**config.mk**
```make
export PLATFORM = sky130hd
export DESIGN_NAME = log_domain_dot_product_scorer_core_flat
export DESIGN_NICKNAME = d
export VERILOG_FILES = /design/src/hw/rtl/ldps_pkg.sv /design/src/hw/rtl/ldps_channels.sv /design/src/hw/rtl/ldps_ram.sv /design/src/hw/rtl/ldps_front.sv /design/src/hw/rtl/ldps_queue.sv /design/src/hw/rtl/ldps_back.sv /design/src/hw/rtl/log_domain_dot_product_scorer_core.sv /design/src/flat_wrapper.sv
export SDC_FILE = /design/constraint.sdc
export NUM_CORES = 2
export LEC_CHECK = 0
export BUFFER_PORTS_ARGS = -buffer_cell sky130_fd_sc_hd__buf_2
export CORE_MARGIN = 2
export CORE_UTILIZATION = 35
export CTS_CLUSTER_SIZE = 12
export DETAILED_ROUTE_END_ITERATION = 7
export SLEW_MARGIN = 15
export SYNTH_ARGS = -nofsm -noshare
export SYNTH_HDL_FRONTEND = slang
export SYNTH_HIERARCHICAL = 1
export SYNTH_SLANG_ARGS = --single-unit
export TNS_END_PERCENT = 10
```
**constraint.sdc**
```tcl
create_clock -name clock -period 8.1 [get_ports clock]
set_input_delay 1.62 -clock clock [delete_from_list [all_inputs] [get_ports clock]]
set_output_delay 1.62 -clock clock [all_outputs]
set_load 0.005 [all_outputs]
```
**src/hw/rtl/ldps_pkg.sv**
```systemverilog
// ----------------------------------------------------------------------------
// Log-domain dot-product scorer package
// Shared widths, codes, record types and the lane antilog function.
// ----------------------------------------------------------------------------
package ldps_pkg;

   // Field widths of the channels.
   localparam int GROUP_W = 6;
   localparam int LOG_W   = 8;
   localparam int SCORE_W = 27;
   localparam int INDEX_W = 16;

   // Lane layout: four logs per item, element = group * LANES + lane.
   localparam int LANES  = 4;
   localparam int LANE_W = $clog2(LANES);

   // Fixed-point split of a log sum: low F_BITS are the fraction.
   localparam int F_BITS = 3;

   // A term is at most 15 << 15, and four of them fit in TSUM_W bits.
   localparam int TERM_W = 19;
   localparam int TSUM_W = TERM_W + LANE_W;

   localparam logic [SCORE_W-1:0] SCORE_MAX = {SCORE_W{1'b1}};

   // Work queue between front and back.
   localparam int QUEUE_DEPTH = 4;
   localparam int QPTR_W      = $clog2(QUEUE_DEPTH);
   localparam int QLEVEL_W    = QPTR_W + 1;

   typedef enum logic {
      OP_LOAD_QUERY = 1'b0,
      OP_SCORE      = 1'b1
   } opcode_type;

   typedef logic [LANES-1:0][LOG_W-1:0] lane_logs_type;

   // One unit of work for the back end.
   typedef struct packed {
      logic          is_score;
      logic          clear_count;
      logic          last;
      logic [LANES-1:0] lane_on;
      lane_logs_type qlog;
      lane_logs_type dlog;
   } work_type;

   // Queue status seen by the front end.
   typedef struct packed {
      logic                not_empty;
      logic [QLEVEL_W-1:0] level;
   } queue_status_type;

   // Antilog of one lane: (1.f) scaled by 2^k, k the signed integer part.
   function automatic logic [TERM_W-1:0] lane_term(input logic [LOG_W-1:0] qlog,
                                                   input logic [LOG_W-1:0] dlog);
      logic [LOG_W-1:0]        s;
      logic [F_BITS:0]         mant;
      logic [LOG_W-F_BITS-1:0] k;
      logic [LOG_W-F_BITS-1:0] rsh;
      logic [TERM_W-1:0]       wide;
      s    = qlog + dlog;
      mant = {1'b1, s[F_BITS-1:0]};
      k    = s[LOG_W-1:F_BITS];
      rsh  = '0 - k;
      wide = TERM_W'(mant);
      if (k[LOG_W-F_BITS-1]) begin
         lane_term = wide >> rsh;
      end else begin
         lane_term = wide << k[LOG_W-F_BITS-2:0];
      end
   endfunction

endpackage

```
**src/hw/rtl/ldps_channels.sv**
```systemverilog
// ----------------------------------------------------------------------------
// Log-domain dot-product scorer channels
// Valid/ready interfaces for the request and response items.
// ----------------------------------------------------------------------------
interface ldps_req_if;
   logic                        valid;
   logic                        ready;
   logic                        opcode;
   logic [ldps_pkg::GROUP_W-1:0] group_index;
   logic signed [ldps_pkg::LOG_W-1:0] value_0;
   logic signed [ldps_pkg::LOG_W-1:0] value_1;
   logic signed [ldps_pkg::LOG_W-1:0] value_2;
   logic signed [ldps_pkg::LOG_W-1:0] value_3;
   logic                        last_group;

   modport source (output valid, opcode, group_index, value_0, value_1, value_2,
                   value_3, last_group, input ready);
   modport sink   (input valid, opcode, group_index, value_0, value_1, value_2,
                   value_3, last_group, output ready);
endinterface

interface ldps_rsp_if;
   logic                         valid;
   logic                         ready;
   logic [ldps_pkg::SCORE_W-1:0] score;
   logic [ldps_pkg::INDEX_W-1:0] vector_index;

   modport source (output valid, score, vector_index, input ready);
   modport sink   (input valid, score, vector_index, output ready);
endinterface

```
**src/hw/rtl/ldps_ram.sv**
```systemverilog
// ----------------------------------------------------------------------------
// Generic single-port-write RAM
// One write port and one read port with registered read data.
// ----------------------------------------------------------------------------
module ldps_ram #(
   parameter int WIDTH = 8,
   parameter int DEPTH = 64,
   localparam int ADDR_W = $clog2(DEPTH)
) (
   input  logic              clock,
   input  logic              wr_en,
   input  logic [ADDR_W-1:0] wr_addr,
   input  logic [WIDTH-1:0]  wr_data,
   input  logic              rd_en,
   input  logic [ADDR_W-1:0] rd_addr,
   output logic [WIDTH-1:0]  rd_data
);

   logic [WIDTH-1:0] mem_ff [DEPTH];
   logic [WIDTH-1:0] rd_data_ff;

   // Storage and registered read.
   always_ff @(posedge clock) begin
      if (wr_en) begin
         mem_ff[wr_addr] <= wr_data;
      end
      if (rd_en) begin
         rd_data_ff <= mem_ff[rd_addr];
      end
   end

   assign rd_data = rd_data_ff;

endmodule

```
**src/hw/rtl/ldps_front.sv**
```systemverilog
// ----------------------------------------------------------------------------
// Scorer front end
// Accepts items, writes query logs, reads query logs for scoring items and
// pushes the resulting work into the queue in the cycle after acceptance.
// ----------------------------------------------------------------------------
module ldps_front #(
   parameter int DIM = 256
) (
   input  logic                       clock,
   input  logic                       reset,
   ldps_req_if.sink                   req_bus,
   input  ldps_pkg::queue_status_type queue_status,
   output logic                       push_valid,
   output ldps_pkg::work_type         push_work
);

   localparam int ROWS  = (DIM + ldps_pkg::LANES - 1) / ldps_pkg::LANES;
   localparam int ROW_W = $clog2(ROWS);

   logic                              accept;
   logic                              is_score;
   logic [ldps_pkg::LANES-1:0]        lane_on;
   ldps_pkg::lane_logs_type           in_logs;
   ldps_pkg::lane_logs_type           qlog_rd;
   logic [ROW_W-1:0]                  row_addr;
   logic [ldps_pkg::QLEVEL_W-1:0]     pending;

   logic                              f1_valid_ff, f1_valid_in;
   ldps_pkg::work_type                f1_work_ff, f1_work_in;

   // Space check: queue level plus the item in the read stage.
   assign pending         = queue_status.level + ldps_pkg::QLEVEL_W'(f1_valid_ff);
   assign req_bus.ready   = pending < ldps_pkg::QLEVEL_W'(ldps_pkg::QUEUE_DEPTH);
   assign accept          = req_bus.valid && req_bus.ready;
   assign is_score        = ldps_pkg::opcode_type'(req_bus.opcode) == ldps_pkg::OP_SCORE;
   assign row_addr        = ROW_W'(req_bus.group_index);

   assign in_logs[0] = req_bus.value_0;
   assign in_logs[1] = req_bus.value_1;
   assign in_logs[2] = req_bus.value_2;
   assign in_logs[3] = req_bus.value_3;

   // A lane takes part only if its element lies inside the vector.
   always_comb begin
      for (int l = 0; l < ldps_pkg::LANES; l++) begin
         lane_on[l] = int'({req_bus.group_index, ldps_pkg::LANE_W'(l)}) < DIM;
      end
   end

   // One query bank per lane, one row per group.
   for (genvar g = 0; g < ldps_pkg::LANES; g++) begin : g_bank
      ldps_ram #(
         .WIDTH (ldps_pkg::LOG_W),
         .DEPTH (ROWS)
      ) u_bank (
         .clock   (clock),
         .wr_en   (accept && !is_score && lane_on[g]),
         .wr_addr (row_addr),
         .wr_data (in_logs[g]),
         .rd_en   (accept && is_score),
         .rd_addr (row_addr),
         .rd_data (qlog_rd[g])
      );
   end

   // Classify the accepted item for the read stage.
   always_comb begin
      f1_valid_in            = accept;
      f1_work_in.is_score    = is_score;
      f1_work_in.clear_count = !is_score && (req_bus.group_index == '0);
      f1_work_in.last        = req_bus.last_group;
      f1_work_in.lane_on     = lane_on;
      f1_work_in.qlog        = '0;
      f1_work_in.dlog        = in_logs;
   end

   always_ff @(posedge clock) begin
      if (reset) begin
         f1_valid_ff <= 1'b0;
      end else begin
         f1_valid_ff <= f1_valid_in;
      end
   end

   always_ff @(posedge clock) begin
      if (accept) begin
         f1_work_ff <= f1_work_in;
      end
   end

   // Only scoring items and counter clears have work left for the back end.
   always_comb begin
      push_valid     = f1_valid_ff && (f1_work_ff.is_score || f1_work_ff.clear_count);
      push_work      = f1_work_ff;
      push_work.qlog = qlog_rd;
   end

endmodule

```
**src/hw/rtl/ldps_queue.sv**
```systemverilog
// ----------------------------------------------------------------------------
// Scorer work queue
// Small FIFO that decouples the front end from the back end.
// ----------------------------------------------------------------------------
module ldps_queue (
   input  logic                       clock,
   input  logic                       reset,
   input  logic                       push_valid,
   input  ldps_pkg::work_type         push_work,
   input  logic                       pop,
   output ldps_pkg::queue_status_type status,
   output ldps_pkg::work_type         head_work
);

   ldps_pkg::work_type               mem_ff [ldps_pkg::QUEUE_DEPTH];
   logic [ldps_pkg::QPTR_W-1:0]      wr_ptr_ff, wr_ptr_in;
   logic [ldps_pkg::QPTR_W-1:0]      rd_ptr_ff, rd_ptr_in;
   logic [ldps_pkg::QLEVEL_W-1:0]    level_ff, level_in;

   // Pointer and level update.
   always_comb begin
      wr_ptr_in = push_valid ? wr_ptr_ff + 1'b1 : wr_ptr_ff;
      rd_ptr_in = pop ? rd_ptr_ff + 1'b1 : rd_ptr_ff;
      level_in  = level_ff + ldps_pkg::QLEVEL_W'(push_valid)
                  - ldps_pkg::QLEVEL_W'(pop);
   end

   always_ff @(posedge clock) begin
      if (reset) begin
         wr_ptr_ff <= '0;
         rd_ptr_ff <= '0;
         level_ff  <= '0;
      end else begin
         wr_ptr_ff <= wr_ptr_in;
         rd_ptr_ff <= rd_ptr_in;
         level_ff  <= level_in;
      end
   end

   // Entry storage.
   always_ff @(posedge clock) begin
      if (push_valid) begin
         mem_ff[wr_ptr_ff] <= push_work;
      end
   end

   assign status.not_empty = level_ff != '0;
   assign status.level     = level_ff;
   assign head_work        = mem_ff[rd_ptr_ff];

endmodule

```
**src/hw/rtl/ldps_back.sv**
```systemverilog
// ----------------------------------------------------------------------------
// Scorer back end
// Computes the lane antilog terms, accumulates them per vector and holds
// finished results in an output register.
// ----------------------------------------------------------------------------
module ldps_back (
   input  logic                       clock,
   input  logic                       reset,
   input  ldps_pkg::queue_status_type queue_status,
   input  ldps_pkg::work_type         head_work,
   output logic                       pop,
   ldps_rsp_if.source                 rsp_bus
);

   logic [ldps_pkg::TSUM_W-1:0]   term_sum;
   logic                          out_free;
   logic                          emit;
   logic                          b1_advance;
   logic [ldps_pkg::SCORE_W:0]    acc_total;
   logic [ldps_pkg::SCORE_W-1:0]  acc_sat;

   logic                          b1_valid_ff, b1_valid_in;
   logic                          b1_is_score_ff, b1_clear_ff, b1_last_ff;
   logic [ldps_pkg::TSUM_W-1:0]   b1_sum_ff;

   logic [ldps_pkg::SCORE_W-1:0]  acc_ff, acc_in;
   logic [ldps_pkg::INDEX_W-1:0]  count_ff, count_in;
   logic                          out_valid_ff, out_valid_in;
   logic [ldps_pkg::SCORE_W-1:0]  out_score_ff;
   logic [ldps_pkg::INDEX_W-1:0]  out_index_ff;

   // Sum of the active lane terms of the queue head.
   always_comb begin
      term_sum = '0;
      for (int l = 0; l < ldps_pkg::LANES; l++) begin
         if (head_work.lane_on[l]) begin
            term_sum = term_sum + ldps_pkg::TSUM_W'(
               ldps_pkg::lane_term(head_work.qlog[l], head_work.dlog[l]));
         end
      end
   end

   // Handshake between the term stage, the accumulator and the output.
   assign out_free    = !out_valid_ff || rsp_bus.ready;
   assign emit        = b1_is_score_ff && b1_last_ff;
   assign b1_advance  = b1_valid_ff && (!emit || out_free);
   assign pop         = queue_status.not_empty && (!b1_valid_ff || b1_advance);
   assign b1_valid_in = pop || (b1_valid_ff && !b1_advance);

   always_ff @(posedge clock) begin
      if (reset) begin
         b1_valid_ff <= 1'b0;
      end else begin
         b1_valid_ff <= b1_valid_in;
      end
   end

   always_ff @(posedge clock) begin
      if (pop) begin
         b1_is_score_ff <= head_work.is_score;
         b1_clear_ff    <= head_work.clear_count;
         b1_last_ff     <= head_work.last;
         b1_sum_ff      <= term_sum;
      end
   end

   // Saturating accumulate; terms are never negative, so one clamp suffices.
   assign acc_total = {1'b0, acc_ff} + (ldps_pkg::SCORE_W + 1)'(b1_sum_ff);
   assign acc_sat   = acc_total[ldps_pkg::SCORE_W] ? ldps_pkg::SCORE_MAX
                                                   : acc_total[ldps_pkg::SCORE_W-1:0];

   // Accumulator, vector counter and output valid.
   always_comb begin
      acc_in       = acc_ff;
      count_in     = count_ff;
      out_valid_in = out_valid_ff && !rsp_bus.ready;
      if (b1_advance) begin
         if (b1_is_score_ff) begin
            if (b1_last_ff) begin
               acc_in       = '0;
               count_in     = count_ff + 1'b1;
               out_valid_in = 1'b1;
            end else begin
               acc_in = acc_sat;
            end
         end else if (b1_clear_ff) begin
            count_in = '0;
         end
      end
   end

   always_ff @(posedge clock) begin
      if (reset) begin
         acc_ff       <= '0;
         count_ff     <= '0;
         out_valid_ff <= 1'b0;
      end else begin
         acc_ff       <= acc_in;
         count_ff     <= count_in;
         out_valid_ff <= out_valid_in;
      end
   end

   // Result payload is captured when a vector completes.
   always_ff @(posedge clock) begin
      if (b1_advance && emit) begin
         out_score_ff <= acc_sat;
         out_index_ff <= count_ff;
      end
   end

   assign rsp_bus.valid        = out_valid_ff;
   assign rsp_bus.score        = out_score_ff;
   assign rsp_bus.vector_index = out_index_ff;

endmodule

```
**src/hw/rtl/log_domain_dot_product_scorer_core.sv**
```systemverilog
// ----------------------------------------------------------------------------
// Log-domain dot-product scorer
// Scores streamed database vectors against a stored query vector with a
// Mitchell antilog approximation of each lane product.
// ----------------------------------------------------------------------------
//  Channel   Direction  Carries
//  req_bus   in         opcode, group_index, value_0..value_3, last_group
//  rsp_bus   out        score, vector_index (one per vector marked last)
//
// One item is accepted per cycle while the work queue has room. A result
// for a vector travels from the accept of its last group, where the query
// read happens, through the work queue, the term stage and the accumulator
// into the output register.
// Reset is synchronous and clears the queue, accumulator, vector counter
// and valid flags; the query store holds no reset value.
// A stalled response fills the four-entry work queue; req_bus.ready drops
// when its level plus the read-stage item reach four; query loads go on until then.
// ----------------------------------------------------------------------------
module log_domain_dot_product_scorer_core #(
   parameter int DIM = 256
) (
   input  logic        clock,
   input  logic        reset,
   ldps_req_if.sink    req_bus,
   ldps_rsp_if.source  rsp_bus
);

   logic                       push_valid;
   ldps_pkg::work_type         push_work;
   logic                       pop;
   ldps_pkg::queue_status_type queue_status;
   ldps_pkg::work_type         head_work;

   // Accept, query store and classification.
   ldps_front #(
      .DIM (DIM)
   ) u_front (
      .clock        (clock),
      .reset        (reset),
      .req_bus      (req_bus),
      .queue_status (queue_status),
      .push_valid   (push_valid),
      .push_work    (push_work)
   );

   // Decoupling queue.
   ldps_queue u_queue (
      .clock      (clock),
      .reset      (reset),
      .push_valid (push_valid),
      .push_work  (push_work),
      .pop        (pop),
      .status     (queue_status),
      .head_work  (head_work)
   );

   // Terms, accumulation and result output.
   ldps_back u_back (
      .clock        (clock),
      .reset        (reset),
      .queue_status (queue_status),
      .head_work    (head_work),
      .pop          (pop),
      .rsp_bus      (rsp_bus)
   );

endmodule

```
**src/flat_wrapper.sv**
```systemverilog
// flat-port wrapper written by rule: the top's interface ports become plain ports
module log_domain_dot_product_scorer_core_flat 
#(
   parameter int DIM = 256
)
  (clock, reset, req_bus_valid, req_bus_opcode, req_bus_group_index, req_bus_value_0, req_bus_value_1, req_bus_value_2, req_bus_value_3, req_bus_last_group, req_bus_ready, rsp_bus_valid, rsp_bus_score, rsp_bus_vector_index, rsp_bus_ready);
  ldps_req_if req_bus_i ();
  ldps_rsp_if rsp_bus_i ();
  input  logic clock;
  input  logic reset;
  input wire logic [$bits(req_bus_i.valid)-1:0] req_bus_valid;
  input wire logic [$bits(req_bus_i.opcode)-1:0] req_bus_opcode;
  input wire logic [$bits(req_bus_i.group_index)-1:0] req_bus_group_index;
  input wire logic [$bits(req_bus_i.value_0)-1:0] req_bus_value_0;
  input wire logic [$bits(req_bus_i.value_1)-1:0] req_bus_value_1;
  input wire logic [$bits(req_bus_i.value_2)-1:0] req_bus_value_2;
  input wire logic [$bits(req_bus_i.value_3)-1:0] req_bus_value_3;
  input wire logic [$bits(req_bus_i.last_group)-1:0] req_bus_last_group;
  output wire logic [$bits(req_bus_i.ready)-1:0] req_bus_ready;
  output wire logic [$bits(rsp_bus_i.valid)-1:0] rsp_bus_valid;
  output wire logic [$bits(rsp_bus_i.score)-1:0] rsp_bus_score;
  output wire logic [$bits(rsp_bus_i.vector_index)-1:0] rsp_bus_vector_index;
  input wire logic [$bits(rsp_bus_i.ready)-1:0] rsp_bus_ready;
  assign req_bus_i.valid = req_bus_valid;
  assign req_bus_i.opcode = req_bus_opcode;
  assign req_bus_i.group_index = req_bus_group_index;
  assign req_bus_i.value_0 = req_bus_value_0;
  assign req_bus_i.value_1 = req_bus_value_1;
  assign req_bus_i.value_2 = req_bus_value_2;
  assign req_bus_i.value_3 = req_bus_value_3;
  assign req_bus_i.last_group = req_bus_last_group;
  assign req_bus_ready = req_bus_i.ready;
  assign rsp_bus_valid = rsp_bus_i.valid;
  assign rsp_bus_score = rsp_bus_i.score;
  assign rsp_bus_vector_index = rsp_bus_i.vector_index;
  assign rsp_bus_i.ready = rsp_bus_ready;
  log_domain_dot_product_scorer_core #(.DIM(DIM)) u_core (.clock(clock), .reset(reset), .req_bus(req_bus_i), .rsp_bus(rsp_bus_i));
endmodule
```
==> out/metrics.cfg <==
[run_status]
status = finished with violations
failed_checks = negative setup slack

[routing]
drc = 0
postRouteAntennaNets = 0
first_pass_iters = 6
detail_route.vias_per_cell = 5.33
vias = 53600
drtIter0Drc = 5387
wirelength_um = 235000
drt-wirelength-per-cell_um = 23.4

[clock_tree]
cts_buffers = 271
clock_latency_on_the_worst_skew_pair_ns = 0.85
post_cts_hold_buffers = 0
tritoncts_clock_tree = yes
cts.sink_count = 2521
clock_tree_buf_depth = 4
clkSlewWorstSetupHoldPaths_ns = 0.06
htreeDepth = 5
cts_root_buffer = clkbuf_16

[placed_design]
io_buffer_count = 88
place.gp.congestion = 0.870
hpwl_um = 140000

[layout]
final_cell_mix = edfxtp_1, mux4_2, nor2_1, buf_4, clkbuf_16
final_net_count = 6120
fraction_of_layout_instances_using_a_drive_strength_above_1 = 0.250
mostFrequentLayoutCell = edfxtp_1
layout-area-overhead-vs-synth_pct = 14.3

[power_and_ir_drop]
internal_power_mw = 26.8
power.clock.fraction = 0.291
p_seq_frac = 0.389
design_power_total_mw = 38.4
ir_worst_vdd_mv = 0.294
power.share.switching = 0.302
comb_power_share = 0.319
p_leak_nw = 37.9
pwr_density_cell_mw_per_mm2 = 322
netsw_mw = 11.6

[synth]
flop_and_latch_count_out_of_synthesis = 2521
syn_inst = 5529
synthFlopType = edfxtp_1
synth_area_per_cell_um2 = 18.8
synth_area_mm2 = 0.104
synth_sequential_area_ratio = 0.722
synth_cell_type_count = 91
synth-edff-count = 2466
share_of_flip_flops_with_an_asynchronous_set_or_reset_after_synthesis = 0
yosys_warnings = 6

[setup_path]
critical-path-max-stage-delay_ns = 0.56
reg2reg_to = u_core/u_back/b1_sum_ff[20]
r2r.worst_path.cells = 40
cp_data_required_time_ns = 8.68
setup.worst_path.start_class = flip-flop
timing.reg2reg.setup_slack_ns = -0.09
top_fanout_value_on_the_critical_path = 6
critical_path.endpoint_type = flip-flop
critical_path_arrival_ns = 8.77
critical_path.slowest_cell = mux4_2
worstSetupPathType = flip-flop to flip-flop

[worst_hold_path]
hold_path_startpoint = u_core/u_back/count_ff[14]
whs_path_depth = 0
hold_path_end = u_core/u_back/rsp_bus.vector_index[14]
worst_hold_path_type = flip-flop to flip-flop

[grt]
global_route.overflow_total = 0
first_pass_grt_wire_length_um = 351000
first_global_vias = 54400
antenna_found_initial = 19
grt_use_total = 0.152
grt_max_degree = 106

[timing]
final-setup-viol-count = 4
slew_viol_final = 0
rsz0062_at_grt = true
final_hold_viol_count = 0
period_share = 1.01
period_needed_ns = 8.19
final_critical_path_setup_slack_ns = -0.0923
skew_ns = 0.0383
timing.max_slew.rel_slack = 0.239
worst-slew-pin-transition_ns = 1.11
timing.setup.tns_ns = -0.251
maximum_clock_frequency_ghz = 0.122

[floorplanning]
fp.dieH_um = 549
design.die.area_mm2 = 0.302
floorplan.initialDensity = 0.351
fp.dieW_um = 549
fp.coreArea_mm2 = 0.296
placement_rows = 200
io_pins = 89

[flow_run]
max-cap-violations = 0

-- critical path: cells and delay by family (launching register included) --
kind	cells	cell delay, ns
AO/OA/AOI/OAI	15	2.68
XOR/XNOR	2	0.20
adder cells (fa/ha/maj)	5	1.35
buffers and inverters	5	0.67
flip-flops	1	0.42
multiplexers	3	1.12
AND/OR/NAND/NOR	10	1.50
-- registers in the layout, summed over array words and instances (netlist names), 2 cells and up, named ones only --
| register | flops |
|---|---|
| u_core/u_queue/wr_ptr_ff | 2 |
| u_core/u_queue/level_ff | 3 |
| u_core/u_back/rsp_bus.score | 27 |
| u_core/u_queue/mem_ff | 284 |
| u_core/u_queue/rd_ptr_ff | 2 |
| u_core/u_back/acc_ff | 27 |
| u_core/u_front/g_bank.u_bank/mem_ff | 2048 |
| u_core/u_front/push_work | 35 |
| u_core/u_back/count_ff | 16 |
| u_core/u_back/rsp_bus.vector_index | 16 |
| u_core/u_back/b1_sum_ff | 21 |
| u_core/u_front/g_bank.u_bank/rd_data | 32 |
-- what timing repair did --
action | 4_1_cts | 5_1_grt
setup buffers | 3 | 12
pin swaps | 14 | 40
endpoints found under the setup margin | 8 | 12
cloned | 1 | 0
resized for setup | 36 | 71
-- worst max-delay path by stage --
stage / slack [ns] / endpoint
detailed placement: -0.35 / u_core/u_back/b1_sum_ff[18]
finish: -0.09 / u_core/u_back/b1_sum_ff[20]
global placement: -0.27 / u_core/u_back/b1_sum_ff[18]
floorplan: 0.009 / u_core/u_back/b1_sum_ff[18]
CTS: -0.02 / u_core/u_back/b1_sum_ff[20]
global route: -0.44 / u_core/u_back/b1_sum_ff[20]
-- cell families after synthesis --
group / after synthesis / synth area share
AO/OA/AOI/OAI: 617 / 0.0426
XOR/XNOR: 111 / 0.00947
adder cells (fa/ha/maj): 131 / 0.0164
buffers and inverters: 315 / 0.0177
flip-flops: 2521 / 0.722
multiplexers: 779 / 0.145
other: 1 / 0.0000360
AND/OR/NAND/NOR: 1054 / 0.0467
-- synthesized netlist by cell type, drive strengths merged (54+ instances only) --
cell    count  area (µm²)
nand2     172         646
edfxtp   2466       74100
buf       163        1270
o21ai      76         392
mux2       89        1000
mux2i     115        1150
ha        122        1530
dfxtp      55        1100
inv        54         203
nand3      86         430
xnor2      71         622
clkbuf     97         364
nor3       69         345
a21oi     111         559
nor2b      76         475
nor2      474        1790
mux4      575       13000
-- power groups by stage --
stage,sequential [mW],clock [mW],combinational [mW]
3_5_place_dp,15.2,0,11.4
5_1_grt,15.0,11.9,13.3
4_1_cts,14.9,11.5,11.7
3_3_place_gp,15.2,0,11.2
6_report,14.9,11.2,12.3
2_1_floorplan,15.1,0,7.14
-- through the flow --
step	setup slack [ns]	area [µm²]	cells	utilization	hold slack (ns)
final	-0.0923	119000	10000	0.402	0.440
after global routing	-0.440	119000	10000	0.402	0.466
after CTS	-0.0209	118000	10000	0.400	0.444
after detailed placement	-0.355	110000	9595	0.373	0.430
after global placement	-0.274	110000	9595	0.373	0.418
after floorplan	0.00950	104000	5532	-	0.408
-- layer usage --
metal  share of wire  global-route usage  routed length (µm)
met3           0.065              0.0260               15300
met5         0.00051                   0                 120
met4           0.022              0.0394                5090
met2            0.48               0.244              112000
met1            0.44               0.215              103000
-- cell type report --
type,count,area [µm²]
antenna,4,10.0
clock buffer,354,7210
clock inverter,70,548
fill,26400,177000
inverter,55,206
multi-input combinational,2696,27800
sequential,2521,75200
tap,3939,4930
timing repair buffer,400,3090
(Power assumes the default switching activity.)
